## config.mk

```make
export PLATFORM = sky130hd
export DESIGN_NAME = mddt_cell
export DESIGN_NICKNAME = d
export VERILOG_FILES = /design/src/rtl/mddt_pkg.sv /design/src/rtl/mddt_cell.sv
export SDC_FILE = /design/constraint.sdc
export NUM_CORES = 1
export LEC_CHECK = 0
export ABC_CLOCK_PERIOD_IN_PS = 4900
export BUFFER_PORTS_ARGS = -buffer_cell sky130_fd_sc_hd__buf_2
export CAP_MARGIN = 15
export CORE_UTILIZATION = 43
export CTS_CLUSTER_DIAMETER = 150
export DETAILED_ROUTE_END_ITERATION = 8
export GPL_ROUTABILITY_DRIVEN = 0
export MAX_ROUTING_LAYER = met4
export SETUP_SLACK_MARGIN = 0.3
export SLEW_MARGIN = 0
export SYNTH_ARGS = -nofsm -noshare
export SYNTH_HDL_FRONTEND = slang
export SYNTH_SLANG_ARGS = --single-unit
```

## constraint.sdc

```tcl
create_clock -name clock -period 4.9 [get_ports clock]
set_input_delay 0.49 -clock clock [delete_from_list [all_inputs] [get_ports clock]]
set_output_delay 0.49 -clock clock [all_outputs]
set_load 0.01 [all_outputs]
```

## src/rtl/mddt_pkg.sv

```systemverilog
package mddt_pkg;

   localparam int TABLE_ENTRIES = 256;
   localparam int COUNT_BITS    = 16;
   localparam int KEY_BITS      = 32;
   localparam int TOTAL_BITS    = $clog2(TABLE_ENTRIES + 1);

   localparam logic [COUNT_BITS-1:0] COUNT_MAX = '1;
   localparam logic [COUNT_BITS-1:0] COUNT_ONE = COUNT_BITS'(1);
   localparam logic [COUNT_BITS-1:0] COUNT_TWO = COUNT_BITS'(2);

   localparam logic CMD_INSERT = 1'b0;
   localparam logic CMD_DELETE = 1'b1;

   // broadcast from the controller to every cell
   typedef struct packed {
      logic                       eval;
      logic                       commit;
      logic                       cmd;
      logic                       new_key;
      logic signed [KEY_BITS-1:0] key;
   } cell_ctrl_type;

   // per-cell status back to the controller
   typedef struct packed {
      logic free;
      logic hit;
      logic sat;
      logic count_one;
      logic count_two;
   } cell_status_type;

endpackage

```

## src/rtl/mddt_cell.sv

```systemverilog
module mddt_cell (
   input  logic                      clock,
   input  logic                      reset,
   input  mddt_pkg::cell_ctrl_type   ctrl,
   input  logic                      claim,
   output mddt_pkg::cell_status_type status
);
   import mddt_pkg::*;

   logic signed [KEY_BITS-1:0] key_ff,   key_in;
   logic [COUNT_BITS-1:0]      count_ff, count_in;
   logic                       valid_ff, valid_in;
   logic                       match_ff, match_in;

   always_comb begin
      key_in   = key_ff;
      count_in = count_ff;
      valid_in = valid_ff;
      match_in = match_ff;
      if (ctrl.eval) begin
         match_in = valid_ff && (key_ff == ctrl.key);
      end
      if (ctrl.commit) begin
         match_in = 1'b0;
         if (ctrl.cmd == CMD_INSERT) begin
            if (match_ff && (count_ff != COUNT_MAX)) begin
               count_in = count_ff + COUNT_ONE;
            end else if (ctrl.new_key && claim) begin
               key_in   = ctrl.key;
               count_in = COUNT_ONE;
               valid_in = 1'b1;
            end
         end else if (match_ff) begin
            count_in = count_ff - COUNT_ONE;
            // last occurrence gone: free the cell
            if (count_ff == COUNT_ONE) begin
               valid_in = 1'b0;
               key_in   = '0;
            end
         end
      end
   end

   always_ff @(posedge clock) begin
      if (reset) begin
         key_ff   <= '0;
         count_ff <= '0;
         valid_ff <= 1'b0;
         match_ff <= 1'b0;
      end else begin
         key_ff   <= key_in;
         count_ff <= count_in;
         valid_ff <= valid_in;
         match_ff <= match_in;
      end
   end

   assign status.free      = ~valid_ff;
   assign status.hit       = match_ff;
   assign status.sat       = match_ff && (count_ff == COUNT_MAX);
   assign status.count_one = match_ff && (count_ff == COUNT_ONE);
   assign status.count_two = match_ff && (count_ff == COUNT_TWO);

endmodule

```

# [Word-level counts from Yosys, hierarchy flattened]
# Cells that the tools add are included.
[word_totals] mem_count=0 latchBits=0 output_inout_bits=5 inputBits=39 mem_bits_ro=0 reg_bits=50 ram_bits=0
[op_classes] n_addsub=2 n_reduce_logical=11 n_bitwise=1 eq_ne=8 div=0 n_mul=0 shift=0 n_mux=14 magnitude_cmp=0
[ops] operator="32-bit two-way mux" count=5
[ops] operator="16-bit two-way mux" count=4
[ops] operator="32-bit equality test" count=1
[ops] operator="16-bit by 1-bit adder with 16-bit output (second input constant)" count=1
[ops] operator="16-bit by 1-bit equality test with 1-bit output (second input constant)" count=1
[ops] operator="16-bit equality test (second input constant)" count=1
[ops] operator="16-bit by 2-bit equality test with 1-bit output (second input constant)" count=1
[ops] operator="16-bit inequality test (second input constant)" count=1
[ops] operator="16-bit by 1-bit subtractor with 16-bit output (second input constant)" count=1
[ops] operator="1-bit logical AND" count=6
[ops] operator="1-bit two-way mux" count=5
[ops] operator="5-bit AND reduction" count=1
[ops] operator="2-bit by 1-bit inequality test with 1-bit output (second input constant)" count=2
[ops] operator="3-bit AND reduction" count=1
[ops] operator="3-bit nonzero test" count=1
[ops] operator="2-bit inequality test (second input constant)" count=1
[ops] operator="2-bit nonzero test" count=1
[ops] operator="2-bit OR reduction" count=1
[ops] operator="1-bit inverter" count=1

# [Longest topological paths before layout]
# Gate-level depths: netlist (run 1).
[depth] ltp_word=4 depth_mapped=7 depth_no_buf=7

# [Least setup slack after synthesis (run 1)]
# OpenSTA, ideal clock, no wires.
[synth_timing] kind="reg-to-output" start="register count_ff[8]" end="output status[0] (netlist bit)" arrival_time_ns=1.814 stages_incl_launch_ff=6 required_time_ns=4.410 path_slack_ns=2.596 path_cell_list="dfxtp_1 -> buf_6 -> or4_4 -> or4_4 -> nor3_1 -> and2_1"
[synth_lines] item="start: declaration" line="mddt_cell.sv:11" text="logic [COUNT_BITS-1:0] count_ff, count_in;"
[synth_lines] item="start signal: assignment" line="mddt_cell.sv:52" text="count_ff <= count_in;"
[synth_lines] item="end: declaration" line="mddt_cell.sv:6" text="output mddt_pkg::cell_status_type status"

==> summary.md, run 1 <==
| Metric | Value |
|---|---|
| Run status | `finished, violations left` |
| Failing checks | `design-rule violations` |
| Vias | `2649` |
| N_diodes | `0` |
| Slew HR | `0.258` |
| Fin nets | `397` |
| Warnings from Yosys | `0` |
| Drt total wl | `6990 um` |
| Worst hold slack | `0.391 ns` |
| Largest net degree at the start of global routing | `33` |
| Hold Fails Final Rpt | `0` |
| Worst Slack Setup Final | `2.01 ns` |
| Iter 0 DRT Violations | `157` |
| Setup TNS | `0 ns` |
| Post-CTS Setup Bufs | `0` |
| Max-Cap Viols | `0` |
| Min Tclk post-route | `2.89 ns` |
| Chip height | `between 80 and 90 um` |
| Initial Util | `0.450` |
| Share of post-route cells with drive strength above 1 | `0.172` |
| Synth area leader | `dfxtp_1` |
| Setup violations, final | `0` |
| Required @ worst endpoint | `4.41 ns` |
| TritonCTS Buffers | `5` |
| Util after Layout | `0.497` |
| Skew-Pair Late Insertion Delay | `around 0.31 ns` |
| Syn nets | `369` |
| Total chip power | `between 800 and 900 uW` |
| DP Worst Slack | `around 2.1 ns` |
| Area delta synth->final | `10.4%` |
| Reg clk slew, reported paths | `0.11 ns` |
| GR Overflow Total | `0` |
| H-tree Lvls | `2` |
| Number of global-route vias before repair | `approximately 2400` |
| Post-synth EDFFs | `0` |
| Crit path launch type | `register` |
| Fin area | `0.00319 sq mm` |
| Routed WL per cell | `16.2 um` |
| Reg-to-Reg Start | `count_ff[4]` |
| Fillers | `615` |
| Total track usage | `0.206` |
| First-pass GRT wire length | `11400 um` |
| Core Area | `roughly 0.0064 sq mm` |
| Distinct cells, synth | `54` |
| Hold WC Path Type | `input port to register` |
| Cell Rows | `29` |
| Post-route ant nets | `0` |
| Syn Area/Cell | `8.87 sq um` |
| Maximum fanout along the worst path | `10` |
| Slew Viols, Final | `0` |
| Placed cell count | `424` |
| Hpwl dp | `4950 um` |
| WP data arrival | `~2.4 ns` |
| CTS tree | `done` |
| Die area | `0.00706 sq mm` |
| Post-synthesis instance total | `326` |
| CTS Root Cell | `clkbuf_8` |
| Remaining DRCs | `12` |
| Leak | `1.15 nW` |
| Setup crit start | `count_ff[8]` |
| Synth Flop Type | `dfxtp_1` |
| Maximum VDD drop | `between 0.1 and 0.15 mV` |
| PD cells | `267 mW/mm^2` |
| Post-CTS Hold Buffers | `0` |
| CP endpoint kind | `primary output` |
| RSZ-0062 raised after global routing | `no` |
| Area contributors post-synth | `dfxtp_1 (35%), a22o_1 (9.7%), xnor2_1 (9.7%), a21oi_1 (3.5%), nand4_1 (3.2%)` |
| Synth Register Bits | `50` |
| Router iterations before antenna repair | `6` |
| Final Non-Filler Cells | `432` |
| Worst Hold Launch | `ctrl[35]` |
| Synth top area share | `0.346` |
| Clock Path Buffers | `2` |
| Worst clock skew | `0.0129 ns` |
| Sink Count | `50` |
| Vias/cell | `6.13` |
| Slew at the pin with the worst max-slew slack | `between 1 and 1.5 ns` |
| Port bufs | `43` |
| Post-route clock period utilization | `0.591` |
| Register area share after synthesis | `0.346` |
| F_max | `0.345 GHz` |
| Synthesized area | `~0.0029 sq mm` |
| Post-cts gate resize count | `0` |
| Critical path type | `register to primary output` |
| Die width | `84 um` |
| Initial antenna violation count | `0` |
| Placement Cell Area | `0.00310 sq mm` |
| Ys async rst share | `0` |
| I/O pin cnt | `44` |
-- final timing paths --
kind	end	slack [ns]	cells after the start
setup / recovery	status[0]	2.01	5
hold reg to reg	key_ff[31]	0.50	1
setup reg to reg	count_ff[13]	2.01	5
hold / removal	match_ff	0.39	2
-- placed cells by master, fill, tap and decap left out, types with 3 or more instances in the layout --
cell	instances
nand2_1	16
nor4_1	7
or3_1	4
o21ai_0	14
mux2i_1	4
ha_1	4
inv_1	10
clkbuf_8	5
or4_1	3
dfxtp_1	50
buf_2	43
a311oi_1	3
nand4_1	15
xor2_1	3
o41ai_1	4
o31ai_1	4
and2_1	4
a21oi_1	20
nand3_1	8
xnor2_1	32
nor2_1	12
o22ai_1	3
a22o_1	32
a211oi_1	3
nor3_1	10
-- routing by layer --
metal / global-route usage / up-vias / share of wire
met5: - / - / 0
met3: 0.0415 / 9 / 0.071
met2: 0.323 / 104 / 0.46
met1: 0.271 / 1238 / 0.46
li1: - / 1298 / -
met4: 0.0502 / 0 / 0.011
-- where the power goes --
part | total [mW] | internal (mW) | switching, mW
Clock | 0.260 | 0.106 | 0.154
Sequential | 0.437 | 0.420 | 0.0174
Combinational | 0.155 | 0.0705 | 0.0846
-- layout make-up --
| class | count | area [sq um] | share of cell area |
|---|---|---|---|
| clock buffers | 5 | 68.8 | 0.0216 |
| clock inverters | 3 | 28.8 | 0.00901 |
| inverters | 10 | 37.5 | 0.0118 |
| multi-input cells | 242 | 1730 | 0.542 |
| flip-flops and latches | 50 | 1000 | 0.313 |
| well taps | 77 | 96.3 | 0.0302 |
| repair buffers | 45 | 230 | 0.0721 |
-- cells by family (layout without fill, tap and decap cells) --
family | count (synthesis) | count (layout) | share of synthesized area
AOI/OAI and AO/OA | 108 | 108 | 0.278
and+or+nand+nor | 90 | 90 | 0.176
DFF | 50 | 50 | 0.346
xor gates and xnor gates | 35 | 35 | 0.106
buffers and inverters | 34 | 63 | 0.0593
muxes | 5 | 5 | 0.0177
adders and majority gates | 4 | 4 | 0.0173
-- worst max-delay path, cell delays in order (launching register included) --
cell	delay [ns]
dfxtp_1	0.41
or4_4	0.61
or4_4	0.47
nor3_1	0.31
and2_1	0.17
buf_2	0.12
-- Yosys cell counts (2+ instances only) --
cell / number
o31ai_1: 4
buf_2: 5
a31oi_1: 2
inv_1: 10
o21ai_0: 14
or4_1: 3
nand3_1: 8
o32ai_1: 2
buf_1: 2
mux2i_1: 4
nor3_1: 10
a21oi_1: 20
a21o_1: 2
nor2_1: 13
nor2b_1: 2
ha_1: 4
a221oi_1: 2
a311oi_1: 3
o41a_1: 2
nand4_1: 15
or4_4: 2
buf_4: 2
dfxtp_1: 50
and2_1: 4
or3_1: 4
nor4_1: 7
nand2_1: 16
nand2b_1: 2
a211oi_1: 3
a22o_1: 32
clkbuf_1: 11
o22ai_1: 3
xnor2_1: 32
buf_6: 4
o211ai_1: 2
xor2_1: 3
a32o_1: 2
o41ai_1: 4
-- state kept, by name (all words and copies together) (netlist names) --
signal and flops:
valid_ff 1, key_ff 32, count_ff 16, match_ff 1
No activity file was read; power rests on OpenSTA's default activity.
==> inputs of run 2 (changes only) <==
ABC_CLOCK_PERIOD_IN_PS = 2700   (was 4900)
clock period = 2.7 ns   (was 4.9 ns; I/O delays follow)
==> summary.md, run 2 (synthesis gave the netlist of run 1 again) <==
| Metric | Value |
|---|---|
| Vias | `2750` |
| Most flops, register | `key_ff` |
| Crit path launch type | `register` |
| Delay-heaviest family, CP | `simple AND/OR/NAND/NOR gates` |
| Placement Cell Area | `between 0.003 and 0.004 sq mm` |
| Min Tclk post-route | `2.40 ns` |
| Most frequent cells in the layout | `dfxtp_1 (47), buf_2 (43), a22o_1 (32), xnor2_1 (32), buf_4 (24)` |
| N_diodes | `0` |
| TritonCTS Buffers | `5` |
| Worst Slack Setup Final | `0.295 ns` |
| Maximum fanout along the worst path | `5` |
| Routed WL per cell | `16.7 um` |
| Chip height | `84 um` |
| Met2 Track Usage GR | `0.351` |
| WP data arrival | `between 2 and 2.5 ns` |
| Slew HR | `0.546` |
| Initial antenna violation count | `0` |
| Setup crit start | `count_ff[8]` |
| Maximum VDD drop | `between 0.15 and 0.2 mV` |
| Vias/cell | `between 6 and 7` |
| Run status | `finished, violations left` |
| Placed cell count | `446` |
| Slew Viols, Final | `0` |
| Area of the multi-input gates | `0.00174 sq mm` |
| Final Non-Filler Cells | `approximately 460` |
| Hold WC Path Type | `input port to register` |
| Fin nets | `420` |
| Largest stage delay on the critical path | `approximately 0.57 ns` |
| Router iterations before antenna repair | `7` |
| Skew-Pair Late Insertion Delay | `0.32 ns` |
| Reg clk slew, reported paths | `about 0.11 ns` |
| Seq. cell area | `0.00100 sq mm` |
| Post-route clock period utilization | `0.891` |
| CTS tree | `done` |
| DP Worst Slack | `0.310 ns` |
| Port bufs | `43` |
| I/O pin cnt | `44` |
| Share of post-route cells with drive strength above 1 | `0.233` |
| Grt met1 use | `0.300` |
| Leak | `1.26 nW` |
| Worst clock skew | `0.00867 ns` |
| Setup TNS | `0 ns` |
| Hpwl dp | `5330 um` |
| Most common cell after layout, fill and taps aside | `dfxtp_1` |
| Max-Cap Viols | `0` |
| Slew at the pin with the worst max-slew slack | `roughly 0.68 ns` |
| Iter 0 DRT Violations | `179` |
| F_max | `0.416 GHz` |
| Total track usage | `0.224` |
| Area delta synth->final | `17.4%` |
| CP endpoint kind | `primary output` |
| First-pass GRT wire length | `12300 um` |
| Fillers | `between 600 and 700` |
| Post-route ant nets | `0` |
| Crit path cell chain | `or4_4, or4_4, nor3_4, and2_1, buf_2` |
| Setup violations, final | `0` |
| Remaining DRCs | `12` |
| Core Area | `between 0.006 and 0.007 sq mm` |
| Clock Path Buffers | `2` |
| Post-CTS Hold Buffers | `0` |
| Required @ worst endpoint | `2.43 ns` |
| Biggest registers after layout | `key_ff: 32 flops, count_ff: 16 flops` |
| Reg-to-Reg Start | `count_ff[8]` |
| H-tree Lvls | `2` |
| Cell Rows | `29` |
| CP max stage cell | `or4_4` |
| Most frequent CP cell | `or4_4` |
| GR Overflow Total | `0` |
| Most Crowded Layer GR | `met2` |
| Die area | `0.00706 sq mm` |
| Hold Fails Final Rpt | `0` |
| Number of global-route vias before repair | `2477` |
| Met3 usage | `0.0326` |
| Crit path buf inv count | `1` |
| Max reg flops | `32` |
| CTS Root Cell | `clkbuf_8` |
| Fin area | `0.00339 sq mm` |
| Drt total wl | `about 7600 um` |
| Worst hold slack | `0.151 ns` |
| PD cells | `469 mW/mm^2` |
| Die width | `around 84 um` |
| RSZ-0062 raised after global routing | `yes` |
| Largest net degree at the start of global routing | `33` |
| Sink Count | `50` |
| Initial Util | `0.450` |
| Critical path type | `register to primary output` |
| Worst Hold Launch | `ctrl[35]` |
| Failing checks | `design-rule violations` |
-- run 2: changes by cell type in the layout (fill, tap and decap cells not counted) --
cell | previous run | this run
buf_4 | 2 | 24
dfxtp_1 | 50 | 47
dfxtp_2 | 0 | 3
buf_12 | 0 | 1
nor3_1 | 10 | 9
nor3_4 | 0 | 1
-- run 2: worst register-to-register path, cell delays in order (launching register included) --
cell	delay, ns
dfxtp_2	0.33
or4_4	0.57
or4_4	0.49
nor4_4	0.24
o31ai_4	0.07
buf_4	0.25
a22o_1	0.23
-- run 2: worst paths after layout --
kind | to | slack (ns) | cells after the start
min reg2reg | key_ff[9] | 0.50 | 1
min | match_ff | 0.15 | 2
max reg2reg | key_ff[30] | 0.43 | 6
max | status[1] | 0.30 | 5
-- run 2: per-stage QoR --
stage	utilization	power (mW)
after floorplan	-	1.01
after global placement	0.510	1.11
after detailed placement	0.510	1.11
after CTS	0.527	1.60
after global routing	0.528	1.67
final	0.528	1.59
-- run 2: layout make-up --
type | instances | area share
clock buffer | 5 | 0.0203
clock inverter | 3 | 0.00848
inverter | 10 | 0.0111
multi-input combinational | 242 | 0.513
sequential | 50 | 0.296
tap | 77 | 0.0284
timing repair buffer | 68 | 0.122
-- run 2: power by group --
group	switching [mW]	total (mW)	internal (mW)
registers	0.0247	0.787	0.763
clock network	0.298	0.490	0.193
logic	0.170	0.314	0.145
total	0.492	1.59	1.10
-- run 2: repair_timing --
item | 4_1_cts | 5_1_grt
cloned | 0 | 0
setup buffers | 0 | 1
pin swaps | 3 | 1
gates resized for setup | 3 | 2
setup endpoints to repair | 31 | 3
-- run 2: metal layers --
layer	share of wire	vias to the layer above
met4	0.014	0
li1	-	1342
met2	0.46	93
met1	0.47	1302
met5	0	-
met3	0.061	13
==> inputs of run 3 (changes only) <==
SETUP_SLACK_MARGIN = 0.2   (was 0.3)
==> summary.md, run 3 (synthesis gave the netlist of run 1 again) <==
| Metric | Value |
|---|---|
| Run status | `finished, violations left` |
| Failing checks | `design-rule violations` |
| CTS Root Cell | `clkbuf_8` |
| Reg clk slew, reported paths | `0.11 ns` |
| Area delta synth->final | `17.0%` |
| Remaining DRCs | `10` |
| Placement Cell Area | `0.00327 sq mm` |
| GR Overflow Total | `0` |
| Initial Util | `0.450` |
| Most flops, register | `key_ff` |
| NetSw | `493 uW` |
| Most Crowded Layer GR | `met2` |
| N_diodes | `0` |
| Worst clock skew | `0.00569 ns` |
| Die width | `84 um` |
| Routed WL per cell | `16.8 um` |
| TritonCTS Buffers | `5` |
| I/O pin cnt | `44` |
| Hold Fails Final Rpt | `0` |
| Flop pwr share | `0.495` |
| Initial antenna violation count | `0` |
| Cell Rows | `29` |
| Largest net degree at the start of global routing | `33` |
| CTS tree | `done` |
| Max-Cap Viols | `0` |
| Sw frac | `0.310` |
| Seq. cell area | `0.00100 sq mm` |
| Port bufs | `43` |
| Most frequent cells in the layout | `dfxtp_1 (50), buf_2 (43), a22o_1 (32), xnor2_1 (32), buf_4 (23)` |
| Biggest registers after layout | `key_ff: 32 flops, count_ff: 16 flops` |
| Vias | `2732` |
| CP endpoint kind | `primary output` |
| F_max | `0.415 GHz` |
| Post-CTS Hold Buffers | `0` |
| Internal Power | `1.10 mW` |
| Total track usage | `0.224` |
| Fin area | `about 0.0034 sq mm` |
| Sink Count | `50` |
| Maximum VDD drop | `0.169 mV` |
| Met3 usage | `0.0336` |
| Clock Path Buffers | `2` |
| Min Tclk post-route | `2.41 ns` |
| Crit path launch type | `register` |
| Required @ worst endpoint | `between 2 and 2.5 ns` |
| Max reg flops | `32` |
| Met2 Track Usage GR | `0.349` |
| H-tree Lvls | `2` |
| Slew HR | `0.534` |
| Grt met1 use | `0.298` |
| Post-route ant nets | `0` |
| Hold WC Path Type | `input port to register` |
| Router iterations before antenna repair | `6` |
| Leak | `1.26 nW` |
| Post-route clock period utilization | `0.893` |
| Maximum fanout along the worst path | `6` |
| Slew at the pin with the worst max-slew slack | `~0.70 ns` |
| Clock share of power | `0.309` |
| Worst hold slack | `roughly 0.15 ns` |
| Slew Viols, Final | `0` |
| Fillers | `631` |
| Die area | `0.00706 sq mm` |
| Share of post-route cells with drive strength above 1 | `0.223` |
| Setup TNS | `0 ns` |
| Post-CTS Setup Bufs | `0` |
| Number of global-route vias before repair | `~2500` |
| Setup violations, final | `0` |
| PD cells | `between 400 and 500 mW/mm^2` |
| First-pass GRT wire length | `12200 um` |
| WP data arrival | `about 2.1 ns` |
| Hpwl dp | `~5300 um` |
| Most common cell after layout, fill and taps aside | `dfxtp_1` |
| Iter 0 DRT Violations | `159` |
| Core Area | `0.00642 sq mm` |
| Skew-Pair Late Insertion Delay | `roughly 0.32 ns` |
| Critical path type | `register to primary output` |
| Vias/cell | `6.02` |
| Fin nets | `419` |
| RSZ-0062 raised after global routing | `no` |
| Area of the multi-input gates | `between 0.0015 and 0.002 sq mm` |
| Comb power frac | `0.196` |
| Chip height | `84 um` |
| Drt total wl | `7620 um` |
==> run 3: cell type report <==
cell class / count / area share
clock inverter: 3 / 0.00851
tap: 77 / 0.0285
sequential: 50 / 0.296
inverter: 10 / 0.0111
timing repair buffer: 67 / 0.121
clock buffer: 5 / 0.0203
multi-input combinational: 242 / 0.515
==> run 3: what timing repair did <==
item / 4_1_cts / 5_1_grt
gates resized for setup: 2 / 0
setup endpoints to repair: 2 / 12
pin swaps: 1 / 1
==> run 3: final timing paths <==
| kind | start | to | slack, ns | depth (start not counted) |
|---|---|---|---|---|
| worst max-delay path | count_ff[10] | status[1] | 0.29 | 5 |
| worst min-delay path | ctrl[35] | match_ff | 0.15 | 2 |
| worst max register to register | count_ff[4] | key_ff[30] | 0.39 | 8 |
| worst min register to register | key_ff[9] | key_ff[9] | 0.50 | 1 |
==> run 3: stage by stage <==
stage | setup slack, ns | utilization | total power, mW | std cells
6_report | 0.288 | 0.527 | 1.59 | 454
5_1_grt | 0.214 | 0.527 | 1.66 | 454
4_1_cts | 0.256 | 0.527 | 1.60 | 454
3_5_place_dp | 0.310 | 0.510 | 1.11 | 446
3_3_place_gp | 0.357 | 0.510 | 1.11 | 446
2_1_floorplan | 0.402 | - | 1.01 | 326
==> run 3: critical path, cell delays in order, from the launching register on <==
cell and delay [ns]:
dfxtp_1 0.37, or4_4 0.54, or4_4 0.49, nor3_4 0.16
and2_1 0.14, buf_2 0.12
==> run 3: per-layer routing <==
metal  up-vias  wire length, um  share of wire
met4         0              109          0.014
met5         -                0              0
met1      1280             3620           0.48
met2       100             3440           0.45
li1       1341                -              -
met3        11              443          0.058
==> run 3: power groups by stage <==
stage / Combinational, mW / Clock, mW / Sequential [mW]
3_5_place_dp: 0.304 / 0 / 0.803
2_1_floorplan: 0.214 / 0 / 0.795
4_1_cts: 0.309 / 0.505 / 0.787
5_1_grt: 0.340 / 0.531 / 0.791
6_report: 0.312 / 0.492 / 0.787
3_3_place_gp: 0.303 / 0 / 0.803
